**config.mk**
```make
export PLATFORM = sky130hd
export DESIGN_NAME = cell_voltage_statistics_monitor_top
export DESIGN_NICKNAME = d
export VERILOG_FILES = /design/src/rtl/core/cvsm_pkg.sv /design/src/rtl/core/cell_voltage_statistics_monitor_top.sv /design/src/rtl/core/cvsm_front.sv /design/src/rtl/core/cvsm_queue.sv /design/src/rtl/core/cvsm_back.sv
export SDC_FILE = /design/constraint.sdc
export NUM_CORES = 1
export LEC_CHECK = 0
export ABC_AREA = 1
export BUFFER_PORTS_ARGS = -buffer_cell sky130_fd_sc_hd__buf_2
export CAP_MARGIN = 20
export CORE_ASPECT_RATIO = 0.8
export CORE_MARGIN = 5
export CORE_UTILIZATION = 50
export CTS_BUF_LIST = sky130_fd_sc_hd__clkbuf_8
export CTS_CLUSTER_SIZE = 30
export DETAILED_ROUTE_END_ITERATION = 16
export GPL_TIMING_DRIVEN = 0
export PLACE_DENSITY = 0.69
export SLEW_MARGIN = 40
export SYNTH_ARGS = -nofsm -noshare
export SYNTH_HDL_FRONTEND = slang
export SYNTH_SLANG_ARGS = --single-unit
export TNS_END_PERCENT = 50
```
**constraint.sdc**
```tcl
create_clock -name i_clk -period 10.15 [get_ports i_clk]
set_clock_uncertainty 0.1 [all_clocks]
set_input_delay 1.015 -clock i_clk [delete_from_list [all_inputs] [get_ports i_clk]]
set_output_delay 1.015 -clock i_clk [all_outputs]
set_load 0.05 [all_outputs]
```
**src/rtl/core/cvsm_pkg.sv**
```systemverilog
// shared types and constants for the cell voltage statistics monitor
// no dependencies; imported by every module of the block
package cvsm_pkg;

    localparam int unsigned MAX_CELLS   = 256;
    localparam int unsigned QUEUE_DEPTH = 2;

    localparam int unsigned VOLT_W  = 16;
    localparam int unsigned CNT_W   = 9;
    localparam int unsigned SUM_W   = 24;
    localparam int unsigned FAULT_W = 2;
    localparam int unsigned ADDR_W  = 5;
    localparam int unsigned DATA_W  = 32;

    localparam logic [VOLT_W-1:0] VOLT_MAX = '1;
    localparam logic [SUM_W-1:0]  SUM_MAX  = '1;
    localparam logic [CNT_W-1:0]  CNT_MAX  = '1;
    localparam logic [CNT_W-1:0]  CELLS_MAX = CNT_W'(MAX_CELLS);

    // register indexes on the configuration port
    localparam logic [2:0] REG_BROKEN = 3'd0;
    localparam logic [2:0] REG_OVER   = 3'd1;
    localparam logic [2:0] REG_UNDER  = 3'd2;
    localparam logic [2:0] REG_TOTAL  = 3'd3;
    localparam logic [2:0] REG_ENABLE = 3'd4;

    // fault indication codes
    localparam logic [FAULT_W-1:0] FAULT_OFF   = 2'd0;
    localparam logic [FAULT_W-1:0] FAULT_CLEAR = 2'd1;
    localparam logic [FAULT_W-1:0] FAULT_SET   = 2'd2;

    typedef struct packed {
        logic [SUM_W-1:0]  sum;
        logic [VOLT_W-1:0] lowest;
        logic [VOLT_W-1:0] highest;
        logic [CNT_W-1:0]  broken;
    } t_scan;

    typedef struct packed {
        logic [VOLT_W-1:0] broken_threshold;
        logic [VOLT_W-1:0] over_threshold;
        logic [VOLT_W-1:0] under_threshold;
        logic [CNT_W-1:0]  pack_cells;
        logic [1:0]        fault_enable;
    } t_cfg;

    typedef struct packed {
        logic [CNT_W-1:0]   valid_count;
        logic [VOLT_W-1:0]  lowest_voltage;
        logic [VOLT_W-1:0]  highest_voltage;
        logic [VOLT_W-1:0]  average_voltage;
        logic [SUM_W-1:0]   estimated_pack;
        logic               none_valid;
        logic [FAULT_W-1:0] over_fault;
        logic [FAULT_W-1:0] under_fault;
    } t_result;

endpackage

```
**src/rtl/core/cell_voltage_statistics_monitor_top.sv**
```systemverilog
// cell voltage statistics monitor: takes one cell word per cycle while busy is low
// (start high). the word with last_cell set closes the scan, and one result comes
// out on o_done for a single cycle with valid count, lowest, highest, truncated
// average, estimated pack voltage, none_valid and the two fault codes.
// once the last cell is accepted, its summary is queued and the back end runs a
// bit-serial divide, then saturate, multiply and add steps when at least one cell is
// valid, and goes straight to the add step when no cell is valid. cells stream at one
// per cycle while busy is low; a two-entry summary queue lets the next scan run while
// the divider works, and busy rises only when both entries are taken.
// the receiver cannot stall: each result is shown once and must be taken.
// reset (synchronous, active low) loads register defaults, clears running
// statistics, empties the queue and aborts any result in progress.
// apb registers at 4*i: broken_threshold, over_threshold, under_threshold,
// pack cell count, fault_enable; write only while no scan is pending.
// depends on cvsm_pkg, cvsm_front, cvsm_queue, cvsm_back
module cell_voltage_statistics_monitor_top #(
    parameter int unsigned P_MAX_CELLS   = cvsm_pkg::MAX_CELLS,
    parameter int unsigned P_QUEUE_DEPTH = cvsm_pkg::QUEUE_DEPTH
) (
    input  logic                          i_clk,
    input  logic                          i_rst_n,
    input  logic                          start,
    output logic                          busy,
    input  logic [cvsm_pkg::VOLT_W-1:0]   i_cell_voltage,
    input  logic                          i_last_cell,
    output logic                          o_done,
    output logic [cvsm_pkg::CNT_W-1:0]    o_valid_count,
    output logic [cvsm_pkg::VOLT_W-1:0]   o_lowest_voltage,
    output logic [cvsm_pkg::VOLT_W-1:0]   o_highest_voltage,
    output logic [cvsm_pkg::VOLT_W-1:0]   o_average_voltage,
    output logic [cvsm_pkg::SUM_W-1:0]    o_estimated_pack,
    output logic                          o_none_valid,
    output logic [cvsm_pkg::FAULT_W-1:0]  o_over_fault,
    output logic [cvsm_pkg::FAULT_W-1:0]  o_under_fault,
    input  logic                          psel,
    input  logic                          penable,
    input  logic                          pwrite,
    input  logic [cvsm_pkg::ADDR_W-1:0]   paddr,
    input  logic [cvsm_pkg::DATA_W-1:0]   pwdata,
    output logic [cvsm_pkg::DATA_W-1:0]   prdata,
    output logic                          pready
);
    import cvsm_pkg::*;

    t_cfg       r_cfg;
    t_scan      push_scan;
    t_scan      head;
    t_result    result;
    logic       accept;
    logic       push;
    logic       pop;
    logic       q_empty;
    logic       q_full;
    logic       wr_en;
    logic [2:0] reg_idx;

    assign pready  = 1'b1;
    assign wr_en   = psel & penable & pwrite;
    assign reg_idx = paddr[ADDR_W-1:2];

    always_ff @(posedge i_clk) begin
        if (!i_rst_n) begin
            r_cfg.broken_threshold <= 16'd5000;
            r_cfg.over_threshold   <= 16'd42000;
            r_cfg.under_threshold  <= 16'd28000;
            r_cfg.pack_cells       <= 9'd256;
            r_cfg.fault_enable     <= 2'd3;
        end else if (wr_en) begin
            unique case (reg_idx)
                REG_BROKEN: r_cfg.broken_threshold <= pwdata[VOLT_W-1:0];
                REG_OVER:   r_cfg.over_threshold   <= pwdata[VOLT_W-1:0];
                REG_UNDER:  r_cfg.under_threshold  <= pwdata[VOLT_W-1:0];
                REG_TOTAL:  r_cfg.pack_cells       <= pwdata[CNT_W-1:0];
                REG_ENABLE: r_cfg.fault_enable     <= pwdata[1:0];
                default: begin
                end
            endcase
        end
    end

    always_comb begin
        unique case (reg_idx)
            REG_BROKEN: prdata = {{(DATA_W-VOLT_W){1'b0}}, r_cfg.broken_threshold};
            REG_OVER:   prdata = {{(DATA_W-VOLT_W){1'b0}}, r_cfg.over_threshold};
            REG_UNDER:  prdata = {{(DATA_W-VOLT_W){1'b0}}, r_cfg.under_threshold};
            REG_TOTAL:  prdata = {{(DATA_W-CNT_W){1'b0}}, r_cfg.pack_cells};
            REG_ENABLE: prdata = {{(DATA_W-2){1'b0}}, r_cfg.fault_enable};
            default:    prdata = '0;
        endcase
    end

    assign busy   = q_full;
    assign accept = start & ~busy;

    cvsm_front u_front (
        .i_clk              (i_clk),
        .i_rst_n            (i_rst_n),
        .i_accept           (accept),
        .i_cell_voltage     (i_cell_voltage),
        .i_last_cell        (i_last_cell),
        .i_broken_threshold (r_cfg.broken_threshold),
        .o_push             (push),
        .o_scan             (push_scan)
    );

    cvsm_queue #(
        .P_DEPTH (P_QUEUE_DEPTH)
    ) u_queue (
        .i_clk   (i_clk),
        .i_rst_n (i_rst_n),
        .i_push  (push),
        .i_data  (push_scan),
        .i_pop   (pop),
        .o_head  (head),
        .o_empty (q_empty),
        .o_full  (q_full)
    );

    cvsm_back #(
        .P_MAX_CELLS (P_MAX_CELLS)
    ) u_back (
        .i_clk    (i_clk),
        .i_rst_n  (i_rst_n),
        .i_empty  (q_empty),
        .i_head   (head),
        .i_cfg    (r_cfg),
        .o_pop    (pop),
        .o_done   (o_done),
        .o_result (result)
    );

    assign o_valid_count     = result.valid_count;
    assign o_lowest_voltage  = result.lowest_voltage;
    assign o_highest_voltage = result.highest_voltage;
    assign o_average_voltage = result.average_voltage;
    assign o_estimated_pack  = result.estimated_pack;
    assign o_none_valid      = result.none_valid;
    assign o_over_fault      = result.over_fault;
    assign o_under_fault     = result.under_fault;

endmodule

```
**src/rtl/core/cvsm_front.sv**
```systemverilog
// front end: classifies each cell word and keeps running min, max, sum, broken count
// depends on cvsm_pkg; pushes one scan summary per last cell
module cvsm_front (
    input  logic                   i_clk,
    input  logic                   i_rst_n,
    input  logic                   i_accept,
    input  logic [15:0]            i_cell_voltage,
    input  logic                   i_last_cell,
    input  logic [15:0]            i_broken_threshold,
    output logic                   o_push,
    output cvsm_pkg::t_scan        o_scan
);
    import cvsm_pkg::*;

    t_scan               r_run;
    t_scan               n_run;
    logic [SUM_W:0]      sum_ext;
    logic                broken;

    always_comb begin
        n_run   = r_run;
        broken  = (i_cell_voltage <= i_broken_threshold);
        sum_ext = {1'b0, r_run.sum} + {{(SUM_W+1-VOLT_W){1'b0}}, i_cell_voltage};
        if (broken) begin
            if (r_run.broken != CNT_MAX) begin
                n_run.broken = r_run.broken + 1'b1;
            end
        end else begin
            if (i_cell_voltage < r_run.lowest) begin
                n_run.lowest = i_cell_voltage;
            end
            if (i_cell_voltage > r_run.highest) begin
                n_run.highest = i_cell_voltage;
            end
            n_run.sum = sum_ext[SUM_W] ? SUM_MAX : sum_ext[SUM_W-1:0];
        end
    end

    assign o_scan = n_run;
    assign o_push = i_accept & i_last_cell;

    always_ff @(posedge i_clk) begin
        if (!i_rst_n || (i_accept && i_last_cell)) begin
            r_run.sum     <= '0;
            r_run.lowest  <= VOLT_MAX;
            r_run.highest <= '0;
            r_run.broken  <= '0;
        end else if (i_accept) begin
            r_run <= n_run;
        end
    end

endmodule

```
**src/rtl/core/cvsm_queue.sv**
```systemverilog
// small fifo of finished scan summaries between front and back
// depends on cvsm_pkg
module cvsm_queue #(
    parameter int unsigned P_DEPTH = cvsm_pkg::QUEUE_DEPTH
) (
    input  logic                   i_clk,
    input  logic                   i_rst_n,
    input  logic                   i_push,
    input  cvsm_pkg::t_scan        i_data,
    input  logic                   i_pop,
    output cvsm_pkg::t_scan        o_head,
    output logic                   o_empty,
    output logic                   o_full
);
    import cvsm_pkg::*;

    localparam int unsigned PTR_W = (P_DEPTH > 1) ? $clog2(P_DEPTH) : 1;
    localparam logic [PTR_W-1:0] PTR_LAST = PTR_W'(P_DEPTH - 1);

    t_scan              r_mem [P_DEPTH];
    logic [PTR_W-1:0]   r_wr_ptr;
    logic [PTR_W-1:0]   r_rd_ptr;
    logic [PTR_W:0]     r_count;
    logic               do_push;
    logic               do_pop;

    assign o_empty = (r_count == '0);
    assign o_full  = (r_count == (PTR_W+1)'(P_DEPTH));
    assign do_push = i_push & ~o_full;
    assign do_pop  = i_pop & ~o_empty;
    assign o_head  = r_mem[r_rd_ptr];

    always_ff @(posedge i_clk) begin
        if (do_push) begin
            r_mem[r_wr_ptr] <= i_data;
        end
    end

    always_ff @(posedge i_clk) begin
        if (!i_rst_n) begin
            r_wr_ptr <= '0;
            r_rd_ptr <= '0;
            r_count  <= '0;
        end else begin
            if (do_push) begin
                r_wr_ptr <= (r_wr_ptr == PTR_LAST) ? '0 : r_wr_ptr + 1'b1;
            end
            if (do_pop) begin
                r_rd_ptr <= (r_rd_ptr == PTR_LAST) ? '0 : r_rd_ptr + 1'b1;
            end
            if (do_push && !do_pop) begin
                r_count <= r_count + 1'b1;
            end else if (do_pop && !do_push) begin
                r_count <= r_count - 1'b1;
            end
        end
    end

endmodule

```
**src/rtl/core/cvsm_back.sv**
```systemverilog
// back end: valid count, bit-serial average divide, pack estimate and fault codes
// depends on cvsm_pkg; pops scan summaries from cvsm_queue
module cvsm_back #(
    parameter int unsigned P_MAX_CELLS = cvsm_pkg::MAX_CELLS
) (
    input  logic                   i_clk,
    input  logic                   i_rst_n,
    input  logic                   i_empty,
    input  cvsm_pkg::t_scan        i_head,
    input  cvsm_pkg::t_cfg         i_cfg,
    output logic                   o_pop,
    output logic                   o_done,
    output cvsm_pkg::t_result      o_result
);
    import cvsm_pkg::*;

    localparam int unsigned STEP_W = $clog2(SUM_W + 1);
    localparam logic [STEP_W-1:0] STEP_LAST = STEP_W'(SUM_W - 1);
    localparam int unsigned PROD_W = VOLT_W + CNT_W;
    localparam logic [CNT_W-1:0] CELL_LIMIT = CNT_W'(P_MAX_CELLS);

    typedef enum logic [2:0] {
        ST_IDLE,
        ST_DIV,
        ST_SAT,
        ST_MUL,
        ST_SUM
    } t_state;

    t_state              r_state;
    t_scan               r_scan;
    logic [CNT_W-1:0]    r_valid;
    logic [CNT_W-1:0]    r_missing;
    logic [CNT_W-1:0]    r_rem;
    logic [SUM_W-1:0]    r_quo;
    logic [STEP_W-1:0]   r_step;
    logic [VOLT_W-1:0]   r_avg;
    logic [PROD_W-1:0]   r_prod;
    logic                r_done;
    t_result             r_result;

    logic [CNT_W-1:0]    total_c;
    logic [CNT_W-1:0]    valid_c;
    logic [CNT_W:0]      shifted;
    logic                fits;
    logic [SUM_W:0]      est_ext;

    always_comb begin
        total_c = (i_cfg.pack_cells > CELL_LIMIT) ? CELL_LIMIT : i_cfg.pack_cells;
        valid_c = (i_head.broken >= total_c) ? '0 : total_c - i_head.broken;
        // one quotient bit per cycle, restoring
        shifted = {r_rem, r_quo[SUM_W-1]};
        fits    = (shifted >= {1'b0, r_valid});
        est_ext = {1'b0, r_scan.sum} + r_prod;
    end

    assign o_pop    = (r_state == ST_IDLE) && !i_empty;
    assign o_done   = r_done;
    assign o_result = r_result;

    always_ff @(posedge i_clk) begin
        if (!i_rst_n) begin
            r_state <= ST_IDLE;
            r_done  <= 1'b0;
        end else begin
            r_done <= 1'b0;
            unique case (r_state)
                ST_IDLE: begin
                    if (!i_empty) begin
                        r_scan    <= i_head;
                        r_valid   <= valid_c;
                        r_missing <= total_c - valid_c;
                        r_rem     <= '0;
                        r_quo     <= i_head.sum;
                        r_step    <= '0;
                        r_avg     <= '0;
                        r_prod    <= '0;
                        r_state   <= (valid_c == '0) ? ST_SUM : ST_DIV;
                    end
                end
                ST_DIV: begin
                    r_rem  <= fits ? CNT_W'(shifted - {1'b0, r_valid}) : shifted[CNT_W-1:0];
                    r_quo  <= {r_quo[SUM_W-2:0], fits};
                    r_step <= r_step + 1'b1;
                    if (r_step == STEP_LAST) begin
                        r_state <= ST_SAT;
                    end
                end
                ST_SAT: begin
                    r_avg   <= (|r_quo[SUM_W-1:VOLT_W]) ? VOLT_MAX : r_quo[VOLT_W-1:0];
                    r_state <= ST_MUL;
                end
                ST_MUL: begin
                    r_prod  <= {{(PROD_W-VOLT_W){1'b0}}, r_avg} *
                               {{(PROD_W-CNT_W){1'b0}}, r_missing};
                    r_state <= ST_SUM;
                end
                ST_SUM: begin
                    r_result.valid_count     <= r_valid;
                    r_result.lowest_voltage  <= r_scan.lowest;
                    r_result.highest_voltage <= r_scan.highest;
                    r_result.average_voltage <= r_avg;
                    r_result.none_valid      <= (r_valid == '0);
                    if (r_valid == '0) begin
                        r_result.estimated_pack <= '0;
                    end else begin
                        r_result.estimated_pack <= est_ext[SUM_W] ? SUM_MAX
                                                                  : est_ext[SUM_W-1:0];
                    end
                    if (!i_cfg.fault_enable[0]) begin
                        r_result.over_fault <= FAULT_OFF;
                    end else if (r_scan.highest > i_cfg.over_threshold) begin
                        r_result.over_fault <= FAULT_SET;
                    end else begin
                        r_result.over_fault <= FAULT_CLEAR;
                    end
                    // broken readings never count toward undervoltage
                    if (!i_cfg.fault_enable[1]) begin
                        r_result.under_fault <= FAULT_OFF;
                    end else if (r_scan.lowest < i_cfg.under_threshold &&
                                 r_scan.lowest > i_cfg.broken_threshold) begin
                        r_result.under_fault <= FAULT_SET;
                    end else begin
                        r_result.under_fault <= FAULT_CLEAR;
                    end
                    r_done  <= 1'b1;
                    r_state <= ST_IDLE;
                end
                default: begin
                    r_state <= ST_IDLE;
                end
            endcase
        end
    end

endmodule
```
==> summary.md <==
| Metric | Value |
|---|---|
| Cells after Synth | 3505 |
| Fmax | 0.181 GHz |
| Number of synthesized flops with an enable pin | 369 |
| YS warnings | 0 |
| Final HPWL DP | 65300 um |
| Post-Synth XOR/XNOR Area | 1.51% |
| CP cell instances | clkbuf_1, clkbuf_1, nand2_1, fa_1, inv_1, fa_1, fa_1, inv_1, fa_1, inv_1, ha_1, nand2_1, nor2_1, a21oi_1, o21ai_1, a21boi_0, o21ai_0, a21oi_1 |
| Highest routed layer | met4 |
| Routed len/inst | 17.9 um |
| Skew-Pair Late Insertion Delay | 0.69 ns |
| ANT cells | 0 |
| Data arrival, critical path | 5.82 ns |
| CP peak stage delay | 0.58 ns |
| PnR worst setup slack | 4.63 ns |
| FF+latch count, synth | 502 |
| Post-CTS sizing | 0 |
| Total track usage | 25.1% |
| Antenna violations before repair | 0 |
| First-pass GRT wire length | 130000 um |
| MaxCap Viol Count | 0 |
| Final Power | 0.0121 W |
| Mapped cell area | 30700 um^2 |
| Core Util, Final | 56.6% |
| CTS Hold Buffers Added | 0 |
| Run status | finished clean |
| WL met3 | 7010 um |
| Pleak | 16.5 nW |
| Num ports | 181 |
| Pre-CTS WS | 4.70 ns |
| Die height | 232 um |
| CTS H-tree depth | 3 |
| Worst Path Required | 10.45 ns |
| RePlAce Congestion | 0.950 |
| Final setup viols | 0 |
| Area fraction in compound gates after synthesis | 10.6% |
| Max Buffers Root-to-Sink | 3 |
| Cell family with most CP delay | adder cells |
| FFs w/ async S/R, synth | 0% |
| Final Net Count | 4147 |
| Pin count of the biggest net entering global routing | 21 |
| Congestion Overflow GR | 0 |
| Post-Route WL | 83700 um |
| Detail Route Antenna Nets | 0 |
| Crit Path Class | reg -> reg |
| Clock Pin Slew Worst Setup and Hold Paths | 0.06 ns |
| CP endpoint kind | flip-flop |
| Synth unique cells | 64 |
| Layout cells sized above 1 | 10.4% |
| Vias | 24.4k |
| Post-synth top flop | edfxtp_1 |
| Critical path's slowest cell | fa_1 |
| Hold Crit Class | reg -> reg |
| Starting Density | 50.3% |
| Clk sinks | 502 |
| Actual slew at the worst max-slew pin | 0.790 ns |
| Largest family of logic cells by synthesized area | simple AND/OR/NAND/NOR gates |
| Startpoint types | flip-flop |
| Inserted Clock Buffers | 81 |
| M1 WL | 37000 um |
| FP Rows | 81 |
| Worst path most repeated cell | fa_1 |
| Postcts setup bufs | 0 |
| Synth Area in Adders | 15.3% |
| Vias in the first global route | 23.2k |
| Worst vdd ir | 502 uV |
| Buf/Inv on CP | 5 |
| Tcrit/Tclk final | 54.4% |
| Mux cell area share after synthesis | 0.261% |
| Most frequent cells in the layout | nand2_1, inv_1, edfxtp_1 |
| Layout area overhead | 12.6% |
| DRC | 0 |
| Initial DRC count | 1918 |
| IO Port Bufs | 145 |
| Max Slew Vio Count | 0 |
| Clock root buffer | clkbuf_8 |
| Met2 WL post-DR | 37700 um |
| Seq/Total Area, Yosys | 44.8% |
| Power density cells | 349 nW/um^2 |
| Min Tclk post-route | 5.52 ns |
| CTS tree | done |
| Avg Synthesized Cell Area | 8.76 um^2 |
| Crit Path Max Fanout | 10 |
| Final Hold Fails | 0 |
| Cell Area, Placed | 33000 um^2 |
| Core area | 61000 um^2 |
| Slew Limit Headroom | 46.9% |
| Fin area | 34500 um^2 |
| DRT Pass-1 Iters | 6 |
| Post-Synth Simple-Gate Area | 18.1% |
| Width of the die | 287 um |
| RSZ-0062 raised after global routing | no |
| Via-per-instance ratio | 5.23 |
| Fillers | 5502 |
| Die area | 66500 um^2 |
| Commonest non-fill, non-tap cell in the layout | nand2_1 |
## final cells by class
class                           count  area [um^2]  share of cell area [%]
Clock inverter                     64          390                    1.13
Clock buffer                       84         1160                    3.35
Buffer                            132          651                    1.88
Timing Repair Buffer              172         1150                    3.32
Sequential cell                   502        13700                    39.8
Tap cell                          830         1040                    3.01
Multi-Input combinational cell   2286        14200                    41.0
Inverter                          600         2260                    6.53
## metrics by stage
step                      cells  hold WS, ns  TNS [ns]
after CTS                  4670        0.367         0
after global routing       4670        0.390         0
after global placement     4495        0.342   -174.40
after detailed placement   4522        0.351         0
final                      4670        0.365         0
after floorplan            3520        0.324         0
## layer usage
| layer | track usage, % | vias to the layer above |
|---|---|---|
| met5 | 0 | - |
| met4 | 6.18 | 0 |
| met3 | 5.21 | 141 |
| met2 | 39.6 | 892 |
| met1 | 35.8 | 11400 |
| li1 | - | 12000 |
## cell usage after synthesis, types with 23 or more instances
cell | number | share of area (%)
a21oi_1 | 282 | 4.6
clkbuf_1 | 79 | 0.97
dfxtp_1 | 133 | 8.7
edfxtp_1 | 369 | 36
fa_1 | 104 | 6.8
ha_1 | 208 | 8.5
inv_1 | 589 | 7.2
nand2_1 | 863 | 11
nand2_2 | 24 | 0.49
nand3_1 | 146 | 2.4
nand4_1 | 24 | 0.49
nor2_1 | 164 | 2.0
nor3_1 | 25 | 0.41
o211ai_1 | 23 | 0.56
o21ai_0 | 182 | 3.0
o21ai_1 | 25 | 0.41
xor2_1 | 35 | 1.0
## power breakdown
part / leakage [nW] / internal, W / switching [W]
Combinational: 11.1 / 0.00258 / 0.00482
Clock: 0.912 / 0.000858 / 0.000839
Sequential: 4.50 / 0.00275 / 0.000218
Total: 16.5 / 0.00618 / 0.00588
## kinds of logic after synthesis
logic type      after synthesis
other cells                   2
compound gates              589
fa+ha+maj                   312
simple gates               1307
xor+xnor                     53
flops                       502
mux                           8
buf+inv                     732
## worst reg2reg max path, delay by kind of cell (launching register included)
family	cells	cell delay, ns
flip-flops	1	0.32
adder cells (fa/ha/maj)	5	2.47
AO/OA/AOI/OAI	5	0.91
AND/OR/NAND/NOR	3	0.44
buffers and inverters	5	1.02
## registers in the layout, summed over array words and instances, names as in the netlist, named ones only
| signal | count |
|---|---|
| u_queue.r_rd_ptr | 1 |
| u_queue.r_wr_ptr | 1 |
| u_back.r_rem | 9 |
| u_back.r_quo | 24 |
| u_back.r_scan | 56 |
| u_queue.r_mem | 130 |
| u_back.r_valid | 9 |
| u_back.o_result | 86 |
| r_cfg | 59 |
| u_back.r_prod | 25 |
| u_back.r_missing | 9 |
| u_back.r_avg | 16 |
| u_back.r_state | 3 |
| u_back.r_step | 5 |
| u_queue.r_count | 2 |
| u_back.o_done | 1 |
| u_front.r_run | 65 |
## final timing paths
check	from	slack [ns]	cells after the start	to
worst max-delay path	u_back.r_missing[2]$_DFFE_PP_	4.63	18	u_back.r_prod[18]$_SDFFCE_PP0P_
worst min register to register	u_front.r_run[31]$_SDFFE_PP1P_	0.37	2	u_front.r_run[31]$_SDFFE_PP1P_
worst max register to register	u_back.r_missing[2]$_DFFE_PP_	4.63	18	u_back.r_prod[18]$_SDFFCE_PP0P_
worst min-delay path	u_front.r_run[31]$_SDFFE_PP1P_	0.37	2	u_front.r_run[31]$_SDFFE_PP1P_
Power figures use the tool's default switching activity.
